## src/hw/rtl/sha1md_pkg.sv

```systemverilog
// Shared types, constants and round functions of the SHA-1 digest core.
package sha1md_pkg;

	localparam int unsigned BLOCK_BITS = 512;

	localparam logic [31:0] IV0 = 32'h67452301;
	localparam logic [31:0] IV1 = 32'hefcdab89;
	localparam logic [31:0] IV2 = 32'h98badcfe;
	localparam logic [31:0] IV3 = 32'h10325476;
	localparam logic [31:0] IV4 = 32'hc3d2e1f0;

	localparam logic [31:0] K0 = 32'h5a827999;
	localparam logic [31:0] K1 = 32'h6ed9eba1;
	localparam logic [31:0] K2 = 32'h8f1bbcdc;
	localparam logic [31:0] K3 = 32'hca62c1d6;

	localparam logic [7:0] PAD_BYTE = 8'h80;
	localparam logic [6:0] LAST_ROUND = 7'd79;
	localparam logic [2:0] LAST_WORD_IDX = 3'd4;

	typedef struct packed {
		logic                  final_blk;
		logic [BLOCK_BITS-1:0] blk;
	} blk_item_t;

	function automatic logic [31:0] round_f(input logic [6:0] rnd, input logic [31:0] b,
		input logic [31:0] c, input logic [31:0] d);
		logic [31:0] f;
		if (rnd < 7'd20) begin
			f = (b & c) | (~b & d);
		end else if (rnd < 7'd40) begin
			f = b ^ c ^ d;
		end else if (rnd < 7'd60) begin
			f = (b & c) | (b & d) | (c & d);
		end else begin
			f = b ^ c ^ d;
		end
		return f;
	endfunction

	function automatic logic [31:0] round_k(input logic [6:0] rnd);
		logic [31:0] k;
		if (rnd < 7'd20) begin
			k = K0;
		end else if (rnd < 7'd40) begin
			k = K1;
		end else if (rnd < 7'd60) begin
			k = K2;
		end else begin
			k = K3;
		end
		return k;
	endfunction

endpackage

```

## src/hw/rtl/sha1md_front.sv

```systemverilog
// Byte intake: packs message words into blocks and appends pad and length.
module sha1md_front import sha1md_pkg::*; (
	input  logic       clk,
	input  logic       arst_n,
	input  logic       s_tvalid,
	output logic       s_tready,
	input  logic [7:0] s_tdata,   // [7:0] data_byte
	input  logic       s_tuser,   // [0] byte_present
	input  logic       s_tlast,
	output logic       push,
	output blk_item_t  push_item,
	input  logic       q_full
);

	localparam logic [1:0] F_ACC  = 2'd0;
	localparam logic [1:0] F_PAD  = 2'd1;
	localparam logic [1:0] F_FILL = 2'd2;
	localparam logic [1:0] F_LEN  = 2'd3;

	localparam logic [5:0] LEN_POS = 6'd56;
	localparam logic [5:0] END_POS = 6'd63;

	logic [1:0]            state_q;
	logic [5:0]            pos_q;
	logic [60:0]           cnt_q;
	logic [63:0]           len_q;
	logic [BLOCK_BITS-1:0] blk_q;

	logic        can_shift;
	logic        shift_en;
	logic [7:0]  shift_byte;
	logic        in_acc;
	logic [60:0] cnt_nxt;

	assign can_shift = !((pos_q == END_POS) && q_full);
	assign s_tready  = (state_q == F_ACC) && can_shift;
	assign in_acc    = s_tvalid && s_tready;
	assign cnt_nxt   = cnt_q + 61'(in_acc && s_tuser);

	always_comb begin
		shift_en   = 1'b0;
		shift_byte = 8'h00;
		unique case (state_q)
			F_ACC: begin
				shift_en   = in_acc && s_tuser;
				shift_byte = s_tdata;
			end
			F_PAD: begin
				shift_en   = can_shift;
				shift_byte = PAD_BYTE;
			end
			F_FILL: begin
				shift_en = can_shift && (pos_q != LEN_POS);
			end
			F_LEN: begin
				shift_en   = can_shift;
				shift_byte = len_q[63:56];
			end
			default: begin
				shift_en = 1'b0;
			end
		endcase
	end

	assign push                = shift_en && (pos_q == END_POS);
	assign push_item.final_blk = (state_q == F_LEN);
	assign push_item.blk       = {blk_q[BLOCK_BITS-9:0], shift_byte};

	always_ff @(posedge clk) begin
		if (shift_en) begin
			blk_q <= {blk_q[BLOCK_BITS-9:0], shift_byte};
		end
		if (in_acc && s_tlast) begin
			len_q <= {cnt_nxt, 3'b000};
		end else if ((state_q == F_LEN) && shift_en) begin
			len_q <= {len_q[55:0], 8'h00};
		end
	end

	always_ff @(posedge clk or negedge arst_n) begin
		if (!arst_n) begin
			state_q <= F_ACC;
			pos_q   <= '0;
			cnt_q   <= '0;
		end else begin
			if (shift_en) begin
				pos_q <= pos_q + 6'd1;
			end
			if (push && push_item.final_blk) begin
				cnt_q <= '0;
			end else begin
				cnt_q <= cnt_nxt;
			end
			unique case (state_q)
				F_ACC: begin
					if (in_acc && s_tlast) begin
						state_q <= F_PAD;
					end
				end
				F_PAD: begin
					if (shift_en) begin
						state_q <= F_FILL;
					end
				end
				F_FILL: begin
					if (pos_q == LEN_POS) begin
						state_q <= F_LEN;
					end
				end
				F_LEN: begin
					if (push) begin
						state_q <= F_ACC;
					end
				end
				default: begin
					state_q <= F_ACC;
				end
			endcase
		end
	end

endmodule

```

## src/hw/rtl/sha1md_queue.sv

```systemverilog
// Two-entry block queue between the byte intake and the compression engine.
module sha1md_queue import sha1md_pkg::*; (
	input  logic      clk,
	input  logic      arst_n,
	input  logic      push,
	input  blk_item_t push_item,
	output logic      full,
	input  logic      pop,
	output logic      head_valid,
	output blk_item_t head_item
);

	blk_item_t  ent_q [2];
	logic       wr_q;
	logic       rd_q;
	logic [1:0] cnt_q;

	assign full       = (cnt_q == 2'd2);
	assign head_valid = (cnt_q != 2'd0);
	assign head_item  = ent_q[rd_q];

	always_ff @(posedge clk) begin
		if (push) begin
			ent_q[wr_q] <= push_item;
		end
	end

	always_ff @(posedge clk or negedge arst_n) begin
		if (!arst_n) begin
			wr_q  <= 1'b0;
			rd_q  <= 1'b0;
			cnt_q <= 2'd0;
		end else begin
			if (push) begin
				wr_q <= ~wr_q;
			end
			if (pop) begin
				rd_q <= ~rd_q;
			end
			cnt_q <= cnt_q + 2'(push) - 2'(pop);
		end
	end

	a_no_overflow: assert property (@(posedge clk) disable iff (!arst_n) !(push && full))
		else $error("block pushed into full queue");
	a_no_underflow: assert property (@(posedge clk) disable iff (!arst_n) !(pop && !head_valid))
		else $error("block popped from empty queue");

endmodule

```

## src/hw/rtl/sha1md_back.sv

```systemverilog
// Compression engine: 80-round unit, chaining state and digest word output.
module sha1md_back import sha1md_pkg::*; (
	input  logic        clk,
	input  logic        arst_n,
	input  logic        head_valid,
	input  blk_item_t   head_item,
	output logic        pop,
	output logic        m_tvalid,
	input  logic        m_tready,
	output logic [31:0] m_tdata,   // [31:0] digest_word
	output logic [2:0]  m_tuser,   // [2:0] word_index
	output logic        m_tlast
);

	localparam logic [1:0] B_IDLE = 2'd0;
	localparam logic [1:0] B_RUN  = 2'd1;
	localparam logic [1:0] B_FIN  = 2'd2;

	logic [1:0]   state_q;
	logic [6:0]   rnd_q;
	logic         final_q;
	logic [31:0]  w_q [16];
	logic [31:0]  a_q, b_q, c_q, d_q, e_q;
	logic [31:0]  h_q [5];
	logic         out_busy_q;
	logic [2:0]   idx_q;
	logic [159:0] dig_q;

	logic [31:0]  w_mix;
	logic [31:0]  w_new;
	logic [31:0]  tmp;
	logic [31:0]  sum [5];
	logic         out_hs;
	logic         fin_go;

	assign pop    = (state_q == B_IDLE) && head_valid;
	assign w_mix  = w_q[13] ^ w_q[8] ^ w_q[2] ^ w_q[0];
	assign w_new  = {w_mix[30:0], w_mix[31]};
	assign tmp    = {a_q[26:0], a_q[31:27]} + round_f(rnd_q, b_q, c_q, d_q) + e_q
		+ round_k(rnd_q) + w_q[0];
	assign sum[0] = h_q[0] + a_q;
	assign sum[1] = h_q[1] + b_q;
	assign sum[2] = h_q[2] + c_q;
	assign sum[3] = h_q[3] + d_q;
	assign sum[4] = h_q[4] + e_q;
	assign out_hs = m_tvalid && m_tready;
	assign fin_go = (state_q == B_FIN) && !(final_q && out_busy_q);

	assign m_tvalid = out_busy_q;
	assign m_tdata  = dig_q[159:128];
	assign m_tuser  = idx_q;
	assign m_tlast  = (idx_q == LAST_WORD_IDX);

	always_ff @(posedge clk) begin
		if (pop) begin
			final_q <= head_item.final_blk;
			for (int i = 0; i < 16; i++) begin
				w_q[i] <= head_item.blk[BLOCK_BITS-1-32*i -: 32];
			end
			a_q <= h_q[0];
			b_q <= h_q[1];
			c_q <= h_q[2];
			d_q <= h_q[3];
			e_q <= h_q[4];
		end else if (state_q == B_RUN) begin
			for (int i = 0; i < 15; i++) begin
				w_q[i] <= w_q[i+1];
			end
			w_q[15] <= w_new;
			a_q <= tmp;
			b_q <= a_q;
			c_q <= {b_q[1:0], b_q[31:2]};
			d_q <= c_q;
			e_q <= d_q;
		end
		if (fin_go && final_q) begin
			dig_q <= {sum[0], sum[1], sum[2], sum[3], sum[4]};
		end else if (out_hs) begin
			dig_q <= {dig_q[127:0], 32'h0};
		end
	end

	always_ff @(posedge clk or negedge arst_n) begin
		if (!arst_n) begin
			state_q    <= B_IDLE;
			rnd_q      <= '0;
			out_busy_q <= 1'b0;
			idx_q      <= '0;
			h_q[0]     <= IV0;
			h_q[1]     <= IV1;
			h_q[2]     <= IV2;
			h_q[3]     <= IV3;
			h_q[4]     <= IV4;
		end else begin
			unique case (state_q)
				B_IDLE: begin
					if (pop) begin
						state_q <= B_RUN;
						rnd_q   <= '0;
					end
				end
				B_RUN: begin
					rnd_q <= rnd_q + 7'd1;
					if (rnd_q == LAST_ROUND) begin
						state_q <= B_FIN;
					end
				end
				B_FIN: begin
					if (fin_go) begin
						state_q <= B_IDLE;
					end
				end
				default: begin
					state_q <= B_IDLE;
				end
			endcase
			if (fin_go) begin
				if (final_q) begin
					h_q[0] <= IV0;
					h_q[1] <= IV1;
					h_q[2] <= IV2;
					h_q[3] <= IV3;
					h_q[4] <= IV4;
				end else begin
					for (int i = 0; i < 5; i++) begin
						h_q[i] <= sum[i];
					end
				end
			end
			if (fin_go && final_q) begin
				out_busy_q <= 1'b1;
				idx_q      <= '0;
			end else if (out_hs) begin
				idx_q <= idx_q + 3'd1;
				if (m_tlast) begin
					out_busy_q <= 1'b0;
				end
			end
		end
	end

	a_idx_range: assert property (@(posedge clk) disable iff (!arst_n)
		m_tvalid |-> (idx_q <= LAST_WORD_IDX))
		else $error("digest word index out of range");
	a_round_range: assert property (@(posedge clk) disable iff (!arst_n)
		(state_q == B_RUN) |-> (rnd_q <= LAST_ROUND))
		else $error("round counter overran");
	a_last_drains: assert property (@(posedge clk) disable iff (!arst_n)
		(out_hs && m_tlast) |=> !m_tvalid)
		else $error("digest output still valid after final word");
	a_no_pop_busy: assert property (@(posedge clk) disable iff (!arst_n)
		pop |-> (state_q == B_IDLE))
		else $error("block taken while engine busy");

endmodule

```

## src/hw/rtl/sha1_message_digest_core.sv

```systemverilog
// Top level of the SHA-1 message digest core.
// Usage:
//   Slave channel (s_*): one word per message byte. s_tdata holds the byte,
//   s_tuser flags that the byte is present, s_tlast ends the message. A word
//   with s_tlast and no byte ends the message without adding one.
//   Master channel (m_*): five digest words per message, most significant
//   first; m_tuser gives the word index 0..4, m_tlast marks index 4.
// Timing:
//   The intake takes one byte per cycle while s_tready is high and packs it
//   into the current block; s_tready is low while a message is padded and
//   while a full block waits for room in the two-entry queue. The round unit
//   works each block as load, 80 rounds and chaining add, and takes the next
//   block only after that add, so long messages stream at a rate set by the
//   single round unit. Ending a message adds the pad byte, the zero fill and
//   the eight length bytes, then one or two blocks go through the round unit;
//   each block still queued or running ahead delays the first digest word.
// Reset and stalls:
//   Reset empties the queue, restores the initial chaining value and clears
//   the byte count. A stalled receiver holds the digest in its output register;
//   the engine keeps compressing the next message and waits only to place
//   its digest, and the intake stalls when a full block meets a full queue.
module sha1_message_digest_core import sha1md_pkg::*; (
	input  logic        clk,
	input  logic        arst_n,
	input  logic        s_tvalid,
	output logic        s_tready,
	input  logic [7:0]  s_tdata,   // [7:0] data_byte
	input  logic        s_tuser,   // [0] byte_present
	input  logic        s_tlast,
	output logic        m_tvalid,
	input  logic        m_tready,
	output logic [31:0] m_tdata,   // [31:0] digest_word
	output logic [2:0]  m_tuser,   // [2:0] word_index
	output logic        m_tlast
);

	logic      push;
	blk_item_t push_item;
	logic      q_full;
	logic      pop;
	logic      head_valid;
	blk_item_t head_item;

	sha1md_front u_front (
		.clk       (clk),
		.arst_n    (arst_n),
		.s_tvalid  (s_tvalid),
		.s_tready  (s_tready),
		.s_tdata   (s_tdata),
		.s_tuser   (s_tuser),
		.s_tlast   (s_tlast),
		.push      (push),
		.push_item (push_item),
		.q_full    (q_full)
	);

	sha1md_queue u_queue (
		.clk        (clk),
		.arst_n     (arst_n),
		.push       (push),
		.push_item  (push_item),
		.full       (q_full),
		.pop        (pop),
		.head_valid (head_valid),
		.head_item  (head_item)
	);

	sha1md_back u_back (
		.clk        (clk),
		.arst_n     (arst_n),
		.head_valid (head_valid),
		.head_item  (head_item),
		.pop        (pop),
		.m_tvalid   (m_tvalid),
		.m_tready   (m_tready),
		.m_tdata    (m_tdata),
		.m_tuser    (m_tuser),
		.m_tlast    (m_tlast)
	);

endmodule
```

## config.mk

```make
export PLATFORM = sky130hd
export DESIGN_NAME = sha1_message_digest_core
export DESIGN_NICKNAME = d
export VERILOG_FILES = /design/src/hw/rtl/sha1md_pkg.sv /design/src/hw/rtl/sha1md_front.sv /design/src/hw/rtl/sha1md_queue.sv /design/src/hw/rtl/sha1md_back.sv /design/src/hw/rtl/sha1_message_digest_core.sv
export SDC_FILE = /design/constraint.sdc
export NUM_CORES = 2
export LEC_CHECK = 0
export ABC_AREA = 1
export BUFFER_PORTS_ARGS = -buffer_cell sky130_fd_sc_hd__buf_2
export CORE_MARGIN = 2
export CORE_UTILIZATION = 61
export DETAILED_ROUTE_END_ITERATION = 6
export PLACE_DENSITY_LB_ADDON = 0.12
export SYNTH_ARGS = -nofsm -noshare
export SYNTH_HDL_FRONTEND = slang
export SYNTH_SLANG_ARGS = --single-unit
```

## constraint.sdc

```tcl
create_clock -name clk -period 30 [get_ports clk]
set_input_delay 9 -clock clk [delete_from_list [all_inputs] [get_ports clk]]
set_output_delay 9 -clock clk [all_outputs]
set_load 0.02 [all_outputs]
```

-- Word level (Yosys, flattened, before mapping)
Memories as Yosys holds them, arrays and structs flattened.
Cells that the tools add are included.
- register bits after elaboration: 1132
- RAM bits: 1538
- input port bits: 14
- output and inout bits: 38
- logic and storage cells: 185
- memories kept: 2
- memory list (name ; depth ; width ; read ports ; clocked after Yosys merged registers in ; write ports ; line ; RTL):
    u_queue.ent_q ; 2 ; 513 ; 1 ; 0 ; 1 ; sha1md_queue.sv:13 ; blk_item_t ent_q [2];
    u_back.w_q ; 16 ; 32 ; 16 ; 0 ; 16 ; sha1md_back.sv:22 ; logic [31:0] w_q [16];
- add/subtract/negate cells: 15
- magnitude comparators: 3
- equality and inequality tests: 18
- multiplexer cells: 63
- bitwise operators: 31
- reduce and logical (&&, ||, !) cells: 29
- operators by type and width (cell ; number):
    $mux 32 ; 31
    $mux 160 ; 3
    $add 32x32->32 ; 9
    $xor 32x32->32 ; 5
    $and 32x32->32 ; 4
    $mux 64 ; 2
    $or 32x32->32 ; 3
    $add 61x1->61 ; 1
    $mux 61 ; 1
    $not 32->32 ; 1
    $mux 31 ; 1
    $pmux 8 s3 ; 1
    $or 1x1->1 ; 16
    $logic_and 1x1->1 ; 14
    $lt 7x6->1 const B ; 2
    $mux 2 ; 7
    $pmux 7 s2 ; 1
    $eq 6x6->1 const B ; 2
    $reduce_bool 2->1 ; 6
    $mux 1 ; 10
    $eq 2x2->1 const B ; 4
    $ne 2x1->1 const B ; 4
    $pmux 2 s4 ; 1
    $add 7x1->7 const B ; 1
    other kinds (21) ; 29

-- Depth between registers and ports, before layout
- word-level depth: 12
- depth in mapped cells: 27
- mapped depth without buffers: 26

-- Modules after synthesis
A second synthesis with hierarchy kept.
- cell total of the unflattened synthesis: 10949
- area, all modules: 118793.9 sq um
- modules (own cells, without submodules) (module ; times used ; cells an instance ; area an instance (sq um) ; sequential area each (sq um)):
    sha1md_back ; 1 ; 6847 ; 58479.8 ; 29443.2
    sha1md_queue ; 1 ; 2704 ; 38041.5 ; 30909.6
    sha1md_front ; 1 ; 1398 ; 22272.6 ; 18692.9

-- Least setup slack after synthesis
OpenSTA, ideal clock, no wires.
- kind: input-to-reg
- start: input port s_tuser
- end: memory u_queue.ent_q[1][0] (netlist name) (enable)
- library setup time: 1.399 ns
- arrival: 34.058 ns
- data required time: 28.601 ns
- path slack: -5.457 ns
- stages: 4
- path buffers: 0
- cells stage by stage: nand3_4 > nand2_4 > nand2_4 > nor2_1
- word-level cells in the longest chain between the ends: 5
- RTL lines (element ; line ; RTL):
    start, declared ; sha1_message_digest_core.sv:28 ; input logic s_tuser,
    $logic_and 1x1->1 ; sha1md_front.sv:45 ; shift_en = in_acc && s_tuser;
    $pmux 1 s3 ; sha1md_front.sv:43 ; unique case (state_q)
    $logic_and 1x1->1 ; sha1md_front.sv:65 ; assign push = shift_en && (pos_q == END_POS);
    $mux 1 ; sha1md_queue.sv:23 ; if (push) begin
    $mux 1 (implied by the code) ; sha1md_queue.sv:24 ; ent_q[wr_q] <= push_item;
    end, declared ; sha1md_queue.sv:13 ;
No other way between the ends.

-- Worst setup path after layout
- start: input port s_tvalid
- end: memory u_queue.ent_q[1][430] (netlist name) (enable)
- word-level cells in the longest chain between the ends: 6
- RTL lines (element ; line ; RTL):
    start, declared ; sha1_message_digest_core.sv:25 ; input logic s_tvalid,
    $logic_and 1x1->1 ; sha1md_front.sv:37 ; assign in_acc = s_tvalid && s_tready;
    $logic_and 1x1->1 ; sha1md_front.sv:45 ;
    $pmux 1 s3 ; sha1md_front.sv:43 ;
    $logic_and 1x1->1 ; sha1md_front.sv:65 ;
    $mux 1 ; sha1md_queue.sv:23 ;
    $mux 1 (implied by the code) ; sha1md_queue.sv:24 ;
No other way between the ends.

==> impl_metrics.env <==
export IMPL_outcome="finished, final reports clean"
export IMPL_via_per_inst=5.93
export IMPL_drive_gt1_share_pct=6.36
export IMPL_worstSetupEndpointType="flip-flop"
export IMPL_wl_per_cell_um=23.9
export IMPL_synth_top_cell_area_share_pct=62.9
export IMPL_whs_path_depth=0
export IMPL_numClockSinks=2670
export IMPL_grt_max_degree=178
export IMPL_powerDensity_nw_per_um2=72.0
export IMPL_drt_total_wl_um=304000
export IMPL_cts_max_level=5
export IMPL_holdBufCountCts=0
export IMPL_fmax_mhz=78.1
export IMPL_period_share_pct=42.7
export IMPL_start_util_pct=61.5
export IMPL_timing_rr_start="u_back.rnd_q[4]$_DFFE_PN0P_"
export IMPL_synth_most_common_cell="edfxtp_1"
export IMPL_slew_headroom_pct=7.00
export IMPL_die_y_um=440
export IMPL_period_minus_slack_ps=12800
export IMPL_critPathArrivalTime_ps=13300
export IMPL_place_gp_congestion=1.00
export IMPL_grt_use_met1_pct=44.7
export IMPL_top_usage_layer="met2"
export IMPL_cap_violations=0
export IMPL_vdd_drop_max_mv=0.174
export IMPL_fin_nets=10387
export IMPL_rows=159
export IMPL_hold_class="reg -> reg"
export IMPL_yosysUniqueCellTypes=50
export IMPL_ys_ff_latch=2670
export IMPL_ctsLongestPathBuffers=4
export IMPL_r2r_cells=23
export IMPL_grt_met2_usage_pct=49.6
export IMPL_drtPass1Iterations=6
export IMPL_ys_top_cells_by_count="edfxtp_1, nand2_1, nor2_1"
export IMPL_synth_ff_type="edfxtp_1"
export IMPL_syn2layout_area_growth_pct=9.72
export IMPL_syn_nets=10366
export IMPL_tightestPinTransition_ps=1400
export IMPL_leakage_nw=48.6
export IMPL_die_width_um=440
export IMPL_postCtsSetupRepairBufs=0
export IMPL_port_buffer_count=51
export IMPL_ys_warn_count=0
export IMPL_maxSlewViolCount=0
export IMPL_syn_avg_cell_area_um2=11.6
export IMPL_critical_path_class="in -> reg"
export IMPL_grt_overflow=0
export IMPL_hpwlAfterDp_um=199000
export IMPL_use_met3_pct=3.80
export IMPL_coreArea_um2=188000
export IMPL_rrSetupSlack_ps=23290
export IMPL_seq_area_frac_synth_pct=68.3
export IMPL_grt_first_pass_wirelength_um=456000
export IMPL_hold_end="u_queue.ent_q[0][508]$_DFFE_PP_"
export IMPL_num_vias=75341
export IMPL_hold_viol=0
export IMPL_antenna_found_initial=4
export IMPL_r2r_end="u_back.a_q[31]$_DFFE_PP_"
export IMPL_cts_tree="built"
export IMPL_grt_total_usage_pct=31.5
export IMPL_power_mw=9.15
export IMPL_synth_edf_count=2424
export IMPL_rsz0062_at_grt="false"
export IMPL_synth_cells=9995
export IMPL_hold_ws_ps=424
export IMPL_grt_pass1_vias=73444
export IMPL_num_fill_cells=13729
export IMPL_ios=52
export IMPL_cp_max_fo=70
export IMPL_insertion_delay_ps=930
export IMPL_cts_buffers_inserted=282
export IMPL_syn_area_um2=116000
export IMPL_finalSetupViolations=0
export IMPL_start_kind="primary input"
export IMPL_clk_pin_slew_ps=60
export IMPL_drc=0
export IMPL_postCtsResizedCells=0
export IMPL_async_reset_ff_share_pct=9.21
export IMPL_die_area_um2=193000
export IMPL_skew_ps=64.4
export IMPL_holdCritStartpoint="u_front.blk_q[500]$_DFFE_PN_"
export IMPL_fin_util_pct=67.5
export IMPL_synth_area_leader_cell="edfxtp_1"
export IMPL_drt_iter0_drc=8118
export IMPL_drtAntennaViolNets=0
export IMPL_worst_ep_required_time_ps=30510
export IMPL_clock_root_buffer="clkbuf_16"
export IMPL_synth_top_cells_by_area="edfxtp_1, nand2_1, a21oi_1"
-- final cells by class --
cell class / instances / area [um^2] / area share, %
Timing Repair Buffer: 127 / 948 / 0.747
Sequential cell: 2670 / 79000 / 62.2
Clock inverter: 128 / 1200 / 0.946
Clock buffer: 353 / 7550 / 5.95
Antenna cell: 1 / 2.50 / 0.00197
Multi-Input combinational cell: 6061 / 31800 / 25.0
Inverter: 874 / 3310 / 2.61
Tap cell: 2495 / 3120 / 2.46
-- cell families after synthesis --
logic type | Yosys count | share of synthesized area, %
compound gates | 1690 | 7.82
fa+ha+maj | 357 | 4.66
simple gates | 3794 | 13.3
buf+inv | 1264 | 4.29
flops | 2670 | 68.3
xor+xnor | 220 | 1.66
-- worst max-delay path by stage --
stage	from	end	cells past startpoint
floorplan	s_tuser	u_queue.ent_q[1][0]$_DFFE_PP_	4
global placement	s_tvalid	u_queue.ent_q[1][334]$_DFFE_PP_	9
detailed placement	s_tvalid	u_queue.ent_q[1][334]$_DFFE_PP_	9
CTS	s_tvalid	u_queue.ent_q[1][430]$_DFFE_PP_	9
global route	s_tvalid	u_queue.ent_q[1][198]$_DFFE_PP_	9
finish	s_tvalid	u_queue.ent_q[1][430]$_DFFE_PP_	9
-- per-layer routing --
metal | share of wire, % | up-vias | wire, um
li1 | - | 34508 | -
met1 | 42 | 37151 | 126000
met2 | 47 | 3050 | 142000
met3 | 6.8 | 632 | 20600
met4 | 5.0 | 0 | 15100
met5 | 0 | - | 0
-- worst max-delay path, cell delays in order --
cell,delay [ps]
buf_2,110
nand3_4,100
nand2_8,400
nand2_4,170
nor2_4,110
buf_4,690
buf_4,780
buf_4,810
buf_4,890
-- cells in the final DEF (no fill, tap or decap), drive strengths merged --
master,instances
nor3,55
nor2,950
o21a,18
xnor2,155
o21ai,446
and2,3
o211ai,11
nand2,2228
fa,124
or2,49
nor3b,6
xor2,65
and3,9
a21boi,8
a22oi,23
a21o,10
a31o,1
clkbuf,353
ha,233
o21bai,34
o22ai,60
nand3b,21
inv,880
clkinvlp,4
nand3,393
dfstp,80
edfxtp,2424
a221o,1
nor4,8
a21oi,897
diode,1
dfrtp,166
buf,127
a31oi,172
bufinv,23
o221ai,9
clkinv,95
nand4,72
-- stage by stage --
step / cell area (um^2) / setup slack, ps / cells / TNS, ps
floorplan: 116000 / -5460 / 9995 / -5587640
global placement: 118000 / 16200 / 12227 / 0
detailed placement: 118000 / 16190 / 12227 / 0
CTS: 127000 / 17140 / 12708 / 0
global route: 127000 / 16890 / 12709 / 0
finish: 127000 / 17200 / 12709 / 0
-- state kept, by name, indices dropped and copies added, names as in the netlist, 2 cells and up --
name             flops
u_front.cnt_q       61
u_back.e_q          32
u_back.b_q          32
u_back.rnd_q         7
u_back.m_tuser       3
u_queue.ent_q     1026
u_back.d_q          32
u_back.dig_q       160
u_back.state_q       2
u_back.w_q         512
u_front.state_q      2
u_back.c_q          32
u_back.a_q          32
u_front.blk_q      504
u_back.h_q         160
u_front.pos_q        6
u_front.len_q       61
u_queue.cnt_q        2
-- power breakdown --
part / leakage, nW / internal [mW] / switching (mW)
logic: 18.1 / 0.0627 / 0.391
registers: 26.2 / 4.99 / 0.333
clock network: 4.29 / 1.97 / 1.39
total: 48.6 / 7.03 / 2.12
Note: power is estimated with default switching activity, not from simulation.
